**src/rtl/ccp_pkg.sv**
```systemverilog
// ----------------------------------------------------------------------------
// ccp_pkg
// Shared types and constants for the coefficient compress/pack/compare block.
// ----------------------------------------------------------------------------
package ccp_pkg;

  localparam int unsigned COEFF_W    = 13;
  localparam int unsigned NUM_COEFF  = 8;
  localparam int unsigned CBITS_W    = 4;
  localparam int unsigned COMP_W     = 11;
  localparam int unsigned PACK_W     = 88;
  localparam int unsigned LO_W       = 64;
  localparam int unsigned HI_W       = 24;
  localparam int unsigned MISM_W     = 8;
  localparam int unsigned BCNT_W     = 4;
  localparam int unsigned APB_AW     = 3;
  localparam int unsigned APB_DW     = 32;

  // Modulus and compression constants
  localparam int          MODULUS    = 3329;
  localparam int unsigned RED_W      = 12;
  localparam int unsigned NUM_W      = 23;
  localparam int unsigned RECIP_W    = 24;
  localparam int unsigned PROD_W     = NUM_W + RECIP_W;
  localparam int unsigned RECIP_SH   = 35;
  // ceil(2^35 / MODULUS): exact floor division for any 23-bit numerator
  localparam logic [RECIP_W-1:0] RECIP = 24'd10321340;
  localparam logic [NUM_W-1:0]   HALF_Q = NUM_W'(MODULUS / 2);
  localparam logic [COMP_W-1:0]  MASK_WIDE   = 11'h7ff;
  localparam logic [COMP_W-1:0]  MASK_NARROW = 11'h3ff;

  // Mode codes and byte counts
  localparam logic [CBITS_W-1:0] CBITS_WIDE   = 4'd11;
  localparam logic [CBITS_W-1:0] CBITS_RESET  = 4'd10;
  localparam logic [BCNT_W-1:0]  BYTES_WIDE   = 4'd11;
  localparam logic [BCNT_W-1:0]  BYTES_NARROW = 4'd5;
  localparam int unsigned        NARROW_BITS  = 40;

  // Register indexes (paddr[2])
  localparam logic REG_COEFF_BITS   = 1'b0;
  localparam logic REG_COMPARE_MODE = 1'b1;

  typedef struct packed {
    logic [CBITS_W-1:0] coeff_bits;
    logic               compare_mode;
  } ccp_cfg_t;

  typedef struct packed {
    logic [NUM_COEFF-1:0][COEFF_W-1:0] coeff;
    logic [LO_W-1:0]                   expected_lo;
    logic [HI_W-1:0]                   expected_hi;
    logic                              last_group;
  } ccp_in_t;

  typedef struct packed {
    logic [LO_W-1:0]   packed_lo;
    logic [HI_W-1:0]   packed_hi;
    logic [BCNT_W-1:0] byte_count;
    logic [MISM_W-1:0] mismatch;
    logic              vector_done;
  } ccp_out_t;

endpackage

```
**src/rtl/ccp_if.sv**
```systemverilog
// ----------------------------------------------------------------------------
// ccp_in_if / ccp_out_if
// Valid/ready channels carrying coefficient groups in and packed results out.
// ----------------------------------------------------------------------------
interface ccp_in_if;
  import ccp_pkg::*;

  logic                      valid;
  logic                      ready;
  logic signed [COEFF_W-1:0] coeff0;
  logic signed [COEFF_W-1:0] coeff1;
  logic signed [COEFF_W-1:0] coeff2;
  logic signed [COEFF_W-1:0] coeff3;
  logic signed [COEFF_W-1:0] coeff4;
  logic signed [COEFF_W-1:0] coeff5;
  logic signed [COEFF_W-1:0] coeff6;
  logic signed [COEFF_W-1:0] coeff7;
  logic [LO_W-1:0]           expected_lo;
  logic [HI_W-1:0]           expected_hi;
  logic                      last_group;

  modport source (
    output valid, coeff0, coeff1, coeff2, coeff3, coeff4, coeff5, coeff6, coeff7,
    output expected_lo, expected_hi, last_group,
    input  ready
  );
  modport sink (
    input  valid, coeff0, coeff1, coeff2, coeff3, coeff4, coeff5, coeff6, coeff7,
    input  expected_lo, expected_hi, last_group,
    output ready
  );
endinterface

interface ccp_out_if;
  import ccp_pkg::*;

  logic              valid;
  logic              ready;
  logic [LO_W-1:0]   packed_lo;
  logic [HI_W-1:0]   packed_hi;
  logic [BCNT_W-1:0] byte_count;
  logic [MISM_W-1:0] mismatch;
  logic              vector_done;

  modport source (
    output valid, packed_lo, packed_hi, byte_count, mismatch, vector_done,
    input  ready
  );
  modport sink (
    input  valid, packed_lo, packed_hi, byte_count, mismatch, vector_done,
    output ready
  );
endinterface

```
**src/rtl/ccp_apb_regs.sv**
```systemverilog
// ----------------------------------------------------------------------------
// ccp_apb_regs
// APB register file holding the coefficient width and the compare mode.
// ----------------------------------------------------------------------------
module ccp_apb_regs (
  input  logic                       clk_i,
  input  logic                       rst_ni,
  input  logic                       psel,
  input  logic                       penable,
  input  logic                       pwrite,
  input  logic [ccp_pkg::APB_AW-1:0] paddr,
  input  logic [ccp_pkg::APB_DW-1:0] pwdata,
  output logic [ccp_pkg::APB_DW-1:0] prdata,
  output logic                       pready,
  output ccp_pkg::ccp_cfg_t          cfg_o
);
  import ccp_pkg::*;

  ccp_cfg_t cfg_q, cfg_d;
  logic     wr_en;
  logic     reg_sel;

  assign pready  = 1'b1;
  assign wr_en   = psel && penable && pwrite;
  assign reg_sel = paddr[2];

  // Decode the write request
  always_comb begin
    cfg_d = cfg_q;
    if (wr_en) begin
      case (reg_sel)
        REG_COEFF_BITS:   cfg_d.coeff_bits   = pwdata[CBITS_W-1:0];
        REG_COMPARE_MODE: cfg_d.compare_mode = pwdata[0];
        default:          cfg_d = cfg_q;
      endcase
    end
  end

  always_ff @(posedge clk_i or negedge rst_ni) begin
    if (!rst_ni) begin
      cfg_q.coeff_bits   <= CBITS_RESET;
      cfg_q.compare_mode <= 1'b0;
    end else begin
      cfg_q <= cfg_d;
    end
  end

  // Read back
  always_comb begin
    case (reg_sel)
      REG_COEFF_BITS:   prdata = APB_DW'(cfg_q.coeff_bits);
      REG_COMPARE_MODE: prdata = APB_DW'(cfg_q.compare_mode);
      default:          prdata = '0;
    endcase
  end

  assign cfg_o = cfg_q;

endmodule

```
**src/rtl/ccp_lane.sv**
```systemverilog
// ----------------------------------------------------------------------------
// ccp_lane
// One coefficient: reduce into [0, q), compress to round(x*2^d/q), mask to d.
// ----------------------------------------------------------------------------
module ccp_lane (
  input  logic [ccp_pkg::COEFF_W-1:0] coeff_i,
  input  logic                        wide_i,
  output logic [ccp_pkg::COMP_W-1:0]  comp_o
);
  import ccp_pkg::*;

  logic signed [COEFF_W:0] x_s;
  logic signed [COEFF_W:0] x_red_s;
  logic [RED_W-1:0]        x_red;
  logic [NUM_W-1:0]        num;
  logic [PROD_W-1:0]       prod;
  logic [COMP_W:0]         quot;

  // Fold any 13-bit value into [0, q)
  always_comb begin
    x_s = {coeff_i[COEFF_W-1], coeff_i};
    if (x_s < -(COEFF_W+1)'(MODULUS)) begin
      x_red_s = x_s + (COEFF_W+1)'(2 * MODULUS);
    end else if (x_s < 0) begin
      x_red_s = x_s + (COEFF_W+1)'(MODULUS);
    end else if (x_s >= (COEFF_W+1)'(MODULUS)) begin
      x_red_s = x_s - (COEFF_W+1)'(MODULUS);
    end else begin
      x_red_s = x_s;
    end
    x_red = x_red_s[RED_W-1:0];
  end

  // Rounded numerator, then divide by q through the reciprocal
  always_comb begin
    if (wide_i) begin
      num = {x_red, 11'b0} + HALF_Q;
    end else begin
      num = {1'b0, x_red, 10'b0} + HALF_Q;
    end
    prod = PROD_W'(num) * PROD_W'(RECIP);
    quot = prod[PROD_W-1:RECIP_SH];
  end

  // Wrap the top value to zero
  assign comp_o = quot[COMP_W-1:0] & (wide_i ? MASK_WIDE : MASK_NARROW);

endmodule

```
**src/rtl/coeff_compress_pack_compare_top.sv**
```systemverilog
// ----------------------------------------------------------------------------
// coeff_compress_pack_compare_top
// Compresses a coefficient group, packs it into bytes and optionally checks
// it against expected bytes, accumulating a mismatch byte per vector.
// ----------------------------------------------------------------------------
//  channel   | direction | handshake          | carries
//  ----------+-----------+--------------------+-------------------------------
//  in_ch     | in        | valid/ready        | coeff0..7, expected, last_group
//  out_ch    | out       | valid/ready        | packed bytes, count, mismatch
//  apb       | in        | psel/penable/pready| coeff_bits, compare_mode
//
//  Two register stages: input register, then result register; compression,
//  packing and compare sit between them (one multiplier per lane).
//  One request per cycle sustained while out_ch is not stalling.
//  Stalls on out_ch back up through the result register into in_ch.ready.
//  Reset clears valids, mismatch byte, compare_mode; coeff_bits resets to 10.
// ----------------------------------------------------------------------------
module coeff_compress_pack_compare_top (
  input  logic                       clk_i,
  input  logic                       rst_ni,
  ccp_in_if.sink                     in_ch,
  ccp_out_if.source                  out_ch,
  input  logic                       psel,
  input  logic                       penable,
  input  logic                       pwrite,
  input  logic [ccp_pkg::APB_AW-1:0] paddr,
  input  logic [ccp_pkg::APB_DW-1:0] pwdata,
  output logic [ccp_pkg::APB_DW-1:0] prdata,
  output logic                       pready
);
  import ccp_pkg::*;

  ccp_cfg_t          cfg;
  logic              wide;
  logic              in_valid_q;
  ccp_in_t           in_data_q, in_data_d;
  logic              out_valid_q;
  ccp_out_t          out_data_q, out_data_d;
  logic [MISM_W-1:0] acc_q, acc_d;
  logic              out_free;
  logic              adv;
  logic              take;
  logic [COMP_W-1:0] comp [NUM_COEFF];
  logic [PACK_W-1:0] pack;
  logic [PACK_W-1:0] expect_bytes;
  logic [PACK_W-1:0] diff;
  logic [MISM_W-1:0] diff_or;
  logic [MISM_W-1:0] acc_or;

  ccp_apb_regs u_regs (
    .clk_i   (clk_i),
    .rst_ni  (rst_ni),
    .psel    (psel),
    .penable (penable),
    .pwrite  (pwrite),
    .paddr   (paddr),
    .pwdata  (pwdata),
    .prdata  (prdata),
    .pready  (pready),
    .cfg_o   (cfg)
  );

  assign wide = (cfg.coeff_bits == CBITS_WIDE);

  // Flow control
  assign out_free    = !out_valid_q || out_ch.ready;
  assign adv         = in_valid_q && out_free;
  assign in_ch.ready = !in_valid_q || out_free;
  assign take        = in_ch.valid && in_ch.ready;

  // Capture the request
  always_comb begin
    in_data_d.coeff[0]    = in_ch.coeff0;
    in_data_d.coeff[1]    = in_ch.coeff1;
    in_data_d.coeff[2]    = in_ch.coeff2;
    in_data_d.coeff[3]    = in_ch.coeff3;
    in_data_d.coeff[4]    = in_ch.coeff4;
    in_data_d.coeff[5]    = in_ch.coeff5;
    in_data_d.coeff[6]    = in_ch.coeff6;
    in_data_d.coeff[7]    = in_ch.coeff7;
    in_data_d.expected_lo = in_ch.expected_lo;
    in_data_d.expected_hi = in_ch.expected_hi;
    in_data_d.last_group  = in_ch.last_group;
  end

  always_ff @(posedge clk_i or negedge rst_ni) begin
    if (!rst_ni) begin
      in_valid_q <= 1'b0;
    end else if (in_ch.ready) begin
      in_valid_q <= in_ch.valid;
    end
  end

  always_ff @(posedge clk_i) begin
    if (take) begin
      in_data_q <= in_data_d;
    end
  end

  // Compress each coefficient
  for (genvar g = 0; g < NUM_COEFF; g++) begin : g_lane
    ccp_lane u_lane (
      .coeff_i (in_data_q.coeff[g]),
      .wide_i  (wide),
      .comp_o  (comp[g])
    );
  end

  // Pack little-endian and line up the expected bytes
  always_comb begin
    if (wide) begin
      pack = {comp[7], comp[6], comp[5], comp[4], comp[3], comp[2], comp[1], comp[0]};
      expect_bytes = {in_data_q.expected_hi, in_data_q.expected_lo};
    end else begin
      pack = PACK_W'({comp[3][9:0], comp[2][9:0], comp[1][9:0], comp[0][9:0]});
      expect_bytes = PACK_W'(in_data_q.expected_lo[NARROW_BITS-1:0]);
    end
  end

  // Fold the byte differences into one byte
  always_comb begin
    diff    = pack ^ expect_bytes;
    diff_or = '0;
    for (int i = 0; i < PACK_W / 8; i++) begin
      diff_or = diff_or | diff[i*8 +: 8];
    end
    acc_or = acc_q | diff_or;
  end

  // Update the running mismatch; drop it after the last group
  always_comb begin
    acc_d = acc_q;
    if (adv) begin
      if (cfg.compare_mode) begin
        acc_d = acc_or;
      end
      if (in_data_q.last_group) begin
        acc_d = '0;
      end
    end
  end

  // Assemble the result
  always_comb begin
    out_data_d.packed_lo   = pack[LO_W-1:0];
    out_data_d.packed_hi   = pack[PACK_W-1:LO_W];
    out_data_d.byte_count  = wide ? BYTES_WIDE : BYTES_NARROW;
    out_data_d.mismatch    = cfg.compare_mode ? acc_or : '0;
    out_data_d.vector_done = in_data_q.last_group;
  end

  always_ff @(posedge clk_i or negedge rst_ni) begin
    if (!rst_ni) begin
      out_valid_q <= 1'b0;
      acc_q       <= '0;
    end else begin
      acc_q <= acc_d;
      if (out_free) begin
        out_valid_q <= in_valid_q;
      end
    end
  end

  always_ff @(posedge clk_i) begin
    if (adv) begin
      out_data_q <= out_data_d;
    end
  end

  assign out_ch.valid       = out_valid_q;
  assign out_ch.packed_lo   = out_data_q.packed_lo;
  assign out_ch.packed_hi   = out_data_q.packed_hi;
  assign out_ch.byte_count  = out_data_q.byte_count;
  assign out_ch.mismatch    = out_data_q.mismatch;
  assign out_ch.vector_done = out_data_q.vector_done;

  // Checks
  a_narrow_zero_top: assert property (@(posedge clk_i) disable iff (!rst_ni)
    (out_ch.valid && out_ch.byte_count == BYTES_NARROW) |->
      (out_ch.packed_hi == '0 && out_ch.packed_lo[LO_W-1:NARROW_BITS] == '0))
    else $error("narrow result carries bits above byte four");

  a_no_compare_no_mismatch: assert property (@(posedge clk_i) disable iff (!rst_ni)
    (out_ch.valid && !cfg.compare_mode) |-> (out_ch.mismatch == '0))
    else $error("mismatch reported with compare off");

  a_clear_after_last: assert property (@(posedge clk_i) disable iff (!rst_ni)
    (adv && in_data_q.last_group) |=> (acc_q == '0))
    else $error("mismatch byte not cleared after last group");

  a_result_loaded: assert property (@(posedge clk_i) disable iff (!rst_ni)
    adv |=> out_ch.valid)
    else $error("advanced request did not reach the result register");

endmodule

```
**src/flat_wrapper.sv**
```systemverilog
// flat-port wrapper written by rule: the top's interface ports become plain ports
module coeff_compress_pack_compare_top_flat import ccp_pkg::*;
  (clk_i, rst_ni, psel, penable, pwrite, paddr, pwdata, prdata, pready, in_ch_valid, in_ch_coeff0, in_ch_coeff1, in_ch_coeff2, in_ch_coeff3, in_ch_coeff4, in_ch_coeff5, in_ch_coeff6, in_ch_coeff7, in_ch_expected_lo, in_ch_expected_hi, in_ch_last_group, in_ch_ready, out_ch_valid, out_ch_packed_lo, out_ch_packed_hi, out_ch_byte_count, out_ch_mismatch, out_ch_vector_done, out_ch_ready);
  ccp_in_if in_ch_i ();
  ccp_out_if out_ch_i ();
  input  logic clk_i;
  input  logic rst_ni;
  input  logic psel;
  input  logic penable;
  input  logic pwrite;
  input  logic [ccp_pkg::APB_AW-1:0] paddr;
  input  logic [ccp_pkg::APB_DW-1:0] pwdata;
  output logic [ccp_pkg::APB_DW-1:0] prdata;
  output logic pready;
  input wire logic [$bits(in_ch_i.valid)-1:0] in_ch_valid;
  input wire logic [$bits(in_ch_i.coeff0)-1:0] in_ch_coeff0;
  input wire logic [$bits(in_ch_i.coeff1)-1:0] in_ch_coeff1;
  input wire logic [$bits(in_ch_i.coeff2)-1:0] in_ch_coeff2;
  input wire logic [$bits(in_ch_i.coeff3)-1:0] in_ch_coeff3;
  input wire logic [$bits(in_ch_i.coeff4)-1:0] in_ch_coeff4;
  input wire logic [$bits(in_ch_i.coeff5)-1:0] in_ch_coeff5;
  input wire logic [$bits(in_ch_i.coeff6)-1:0] in_ch_coeff6;
  input wire logic [$bits(in_ch_i.coeff7)-1:0] in_ch_coeff7;
  input wire logic [$bits(in_ch_i.expected_lo)-1:0] in_ch_expected_lo;
  input wire logic [$bits(in_ch_i.expected_hi)-1:0] in_ch_expected_hi;
  input wire logic [$bits(in_ch_i.last_group)-1:0] in_ch_last_group;
  output wire logic [$bits(in_ch_i.ready)-1:0] in_ch_ready;
  output wire logic [$bits(out_ch_i.valid)-1:0] out_ch_valid;
  output wire logic [$bits(out_ch_i.packed_lo)-1:0] out_ch_packed_lo;
  output wire logic [$bits(out_ch_i.packed_hi)-1:0] out_ch_packed_hi;
  output wire logic [$bits(out_ch_i.byte_count)-1:0] out_ch_byte_count;
  output wire logic [$bits(out_ch_i.mismatch)-1:0] out_ch_mismatch;
  output wire logic [$bits(out_ch_i.vector_done)-1:0] out_ch_vector_done;
  input wire logic [$bits(out_ch_i.ready)-1:0] out_ch_ready;
  assign in_ch_i.valid = in_ch_valid;
  assign in_ch_i.coeff0 = in_ch_coeff0;
  assign in_ch_i.coeff1 = in_ch_coeff1;
  assign in_ch_i.coeff2 = in_ch_coeff2;
  assign in_ch_i.coeff3 = in_ch_coeff3;
  assign in_ch_i.coeff4 = in_ch_coeff4;
  assign in_ch_i.coeff5 = in_ch_coeff5;
  assign in_ch_i.coeff6 = in_ch_coeff6;
  assign in_ch_i.coeff7 = in_ch_coeff7;
  assign in_ch_i.expected_lo = in_ch_expected_lo;
  assign in_ch_i.expected_hi = in_ch_expected_hi;
  assign in_ch_i.last_group = in_ch_last_group;
  assign in_ch_ready = in_ch_i.ready;
  assign out_ch_valid = out_ch_i.valid;
  assign out_ch_packed_lo = out_ch_i.packed_lo;
  assign out_ch_packed_hi = out_ch_i.packed_hi;
  assign out_ch_byte_count = out_ch_i.byte_count;
  assign out_ch_mismatch = out_ch_i.mismatch;
  assign out_ch_vector_done = out_ch_i.vector_done;
  assign out_ch_i.ready = out_ch_ready;
  coeff_compress_pack_compare_top u_core (.clk_i(clk_i), .rst_ni(rst_ni), .in_ch(in_ch_i), .out_ch(out_ch_i), .psel(psel), .penable(penable), .pwrite(pwrite), .paddr(paddr), .pwdata(pwdata), .prdata(prdata), .pready(pready));
endmodule
```
**config.mk**
```make
export PLATFORM = sky130hd
export DESIGN_NAME = coeff_compress_pack_compare_top_flat
export DESIGN_NICKNAME = d
export VERILOG_FILES = /design/src/rtl/ccp_pkg.sv /design/src/rtl/ccp_if.sv /design/src/rtl/ccp_apb_regs.sv /design/src/rtl/ccp_lane.sv /design/src/rtl/coeff_compress_pack_compare_top.sv /design/src/flat_wrapper.sv
export SDC_FILE = /design/constraint.sdc
export NUM_CORES = 2
export LEC_CHECK = 0
export BUFFER_PORTS_ARGS = -buffer_cell sky130_fd_sc_hd__buf_4
export CAP_MARGIN = 20
export CELL_PAD_IN_SITES_DETAIL_PLACEMENT = 0
export CELL_PAD_IN_SITES_GLOBAL_PLACEMENT = 2
export CORE_UTILIZATION = 34
export CTS_CLUSTER_SIZE = 25
export DETAILED_ROUTE_END_ITERATION = 16
export PLACE_DENSITY = 0.78
export REMOVE_ABC_BUFFERS = 1
export SLEW_MARGIN = 20
export SYNTH_ARGS = -nofsm -noshare
export SYNTH_HDL_FRONTEND = slang
export SYNTH_SLANG_ARGS = --single-unit
export TNS_END_PERCENT = 50
```
**constraint.sdc**
```tcl
create_clock -name clk_i -period 21.9 [get_ports clk_i]
set_clock_uncertainty 0.05 [all_clocks]
set_input_delay 4.38 -clock clk_i [delete_from_list [all_inputs] [get_ports clk_i]]
set_output_delay 4.38 -clock clk_i [all_outputs]
set_load 0.03 [all_outputs]
```
==> flow_summary.ini <==
[logic_synthesis]
ys_ff_latch = 307
synth-edff-count = 292
post_synth.cell_area_avg_sq_um = 9.534
synth_area_sq_um = 72330
synth_top_flop_cell = edfxtp_1
yosysUniqueCellTypes = 109
synthCells = 7587
ys_async_sr_fraction_pct = 4.886
yosys_warnings = 0
synth_seq_area_share_pct = 12.64

[setup_path]
critPathMaxStageDelay_ns = 0.91
r2r-end = u_core.out_ch.mismatch[1]
critPathLaunchType = flip-flop
critical_path_class = reg2reg
cp-startpoint = u_core.in_data_q[156]
critical_path.most_common_cell = fa_1
arrival_ns = 13.37
cp.required_ns = 22.21
reg2reg_depth = 37
endpoint = u_core.out_ch.mismatch[1]
r2r_slack_ns = 8.84
path_max_fanout = 14
crit_path_end_kind = flip-flop
cp_slowest_cell = a2111oi_0
reg2reg_from = u_core.in_data_q[156]

[die]
die_w_microns = 463.2
die-area_sq_um = 214600
rows = 168
die_y_microns = 463.2
core-area_sq_um = 210400
pin_count = 371
initial_core_util_pct = 34.38

[layout]
final.fill_count = 21260
area_delta_synth_final_pct = 9.784
fin_nets = 10350
multi_input_area_sq_um = 55830
regArea_sq_um = 9146
instances_no_fill = 10690
layout_common_cells = 1778 x inv_1, 1222 x ha_1, 1051 x fa_1
drive_gt1_share_pct = 7.043
layout_commonest_cell = inv_1

[clocking]
cts.clk_slew.worst_paths_ns = 0.06
clk-insertion-delay-late_ns = 0.68
clock-sinks = 307
numCtsBuffers = 43
postCtsSetupRepairBufs = 0
clockBufferDepth = 3
cts_tree = built
cts_hold_buf = 0
cts_resized = 0
h-tree-depth = 2
clock-root-buffer = clkbuf_16

[drt]
wire_per_inst_microns = 21.61
met1_length_mm = 102.1
drt_iter0_drc = 3529
via_per_inst = 5.073
routed-via-count = 54240
wl_mm = 231.1
wl_met2_mm = 107.9
routed.top_layer = met4
drtAntennaViolNets = 0
drt_first_pass_iters = 7
drcViolationCount = 0
wl_met3_mm = 9.535

[timing]
tns_ns = 0
finalHoldViolCount = 0
slew_headroom_pct = 18.15
max_freq_mhz = 76.55
max_slew.worst_pin.slew_ns = 1.219
slew_violations = 0
finalCritPeriodShare_pct = 59.65
rsz0062_at_grt = false
finalCriticalPeriod_ns = 13.06
setup_violations = 0

[global_route]
grt_start_max_net_pins = 94
grt_pass1_vias = 56400
grt_overflow = 0
gr-usage-all-layers_pct = 21.70
antenna_found_initial = 9
grt_pass1_wl_mm = 354.7

[run_status]
outcome = completed

[placement]
hpwl_mm = 201.3
gp_congestion = 0.9550
port_buffers = 310
place_inst = 10600

[flow_run]
maxCapViolCount = 0

[hold_path]
worstHoldPathType = reg2reg
==> per-stage QoR <==
step	utilization [%]	hold slack [ns]	setup WS, ns	area [sq um]
finish	37.74	0.4583	8.836	79410
global route	37.73	0.4987	8.126	79400
CTS	37.72	0.4568	8.813	79370
detailed placement	37.03	0.4427	8.878	77920
global placement	37.03	0.4150	8.845	77910
floorplan	-	0.3990	2.497	71630
==> routing by layer <==
metal  up-vias  global-route usage (%)
met4         0                   8.925
li1      25740                       -
met1     27110                   28.94
met2      1150                   35.76
met5         -                       0
met3       240                   2.252
==> Yosys cell counts (all sizes together) (46+ instances only) <==
library cell | number | area (sq um)
ha | 1222 | 15290
and2 | 55 | 344.1
nor2 | 308 | 1159
and3 | 61 | 381.6
nand2 | 364 | 1366
a211oi | 63 | 493.0
nand4 | 69 | 431.7
nor3 | 88 | 450.4
edfxtp | 292 | 8768
xor2 | 95 | 832.1
buf | 65 | 384.1
a21oi | 325 | 1638
o21a | 46 | 345.3
o21ai | 252 | 1261
a31oi | 65 | 412.9
a21o | 114 | 855.8
mux2i | 47 | 470.5
nand3 | 134 | 670.6
fa | 1051 | 21040
nand2b | 50 | 312.8
clkbuf | 114 | 427.9
inv | 1779 | 6678
xnor2 | 216 | 1892
==> state kept, by name, summed over array words and instances (netlist names) <==
name	cells
u_core.acc_q	8
u_core.in_data_q	193
u_core.in_valid_q	1
u_core.out_ch.byte_count	2
u_core.out_ch.mismatch	8
u_core.out_ch.packed_hi	24
u_core.out_ch.packed_lo	64
u_core.out_ch.valid	1
u_core.out_ch.vector_done	1
u_core.u_regs.cfg_o	5
==> critical path, delay by kind of cell, from the launching register on <==
family	cells	cell delay, ns
AND/OR/NAND/NOR	10	2.95
buffers and inverters	5	0.58
flip-flops	1	0.75
XOR/XNOR	2	0.25
multiplexers	1	0.15
adder cells (fa/ha/maj)	9	3.76
AO/OA/AOI/OAI	10	4.26
==> how the worst min path moves through the flow <==
stage                       from                  end  depth (start not counted)
2_1_floorplan  u_core.in_valid_q  u_core.out_ch.valid                          1
3_3_place_gp   u_core.in_valid_q  u_core.out_ch.valid                          1
3_5_place_dp   u_core.in_valid_q  u_core.out_ch.valid                          1
4_1_cts        u_core.in_valid_q  u_core.out_ch.valid                          1
5_1_grt          u_core.acc_q[7]      u_core.acc_q[7]                          1
6_report         u_core.acc_q[2]      u_core.acc_q[2]                          1
==> kinds of logic (layout without fill, tap and decap cells) <==
logic type	after synthesis	after routing	synth area share [%]
AND/OR/NAND/NOR	1341	1341	9.213
flip-flops	307	307	12.64
adder cells (fa/ha/maj)	2273	2273	50.23
other	2	37	0.01038
multiplexers	69	69	0.9981
XOR/XNOR	325	325	4.215
AO/OA/AOI/OAI	1311	1311	12.33
buffers and inverters	1959	2224	10.36
==> area by class of cell <==
cell class / instances / share of cell area [%]
multi-input cells: 5349 / 70.30
flip-flops and latches: 307 / 11.52
inverters: 1780 / 8.423
well taps: 2805 / 4.420
repair buffers: 365 / 3.488
clock buffers: 54 / 1.470
clock inverters: 25 / 0.3545
diodes: 7 / 0.02206
Power is not shown: default switching activity piles up to over one toggle a cycle in this logic, so the estimate is an artifact.
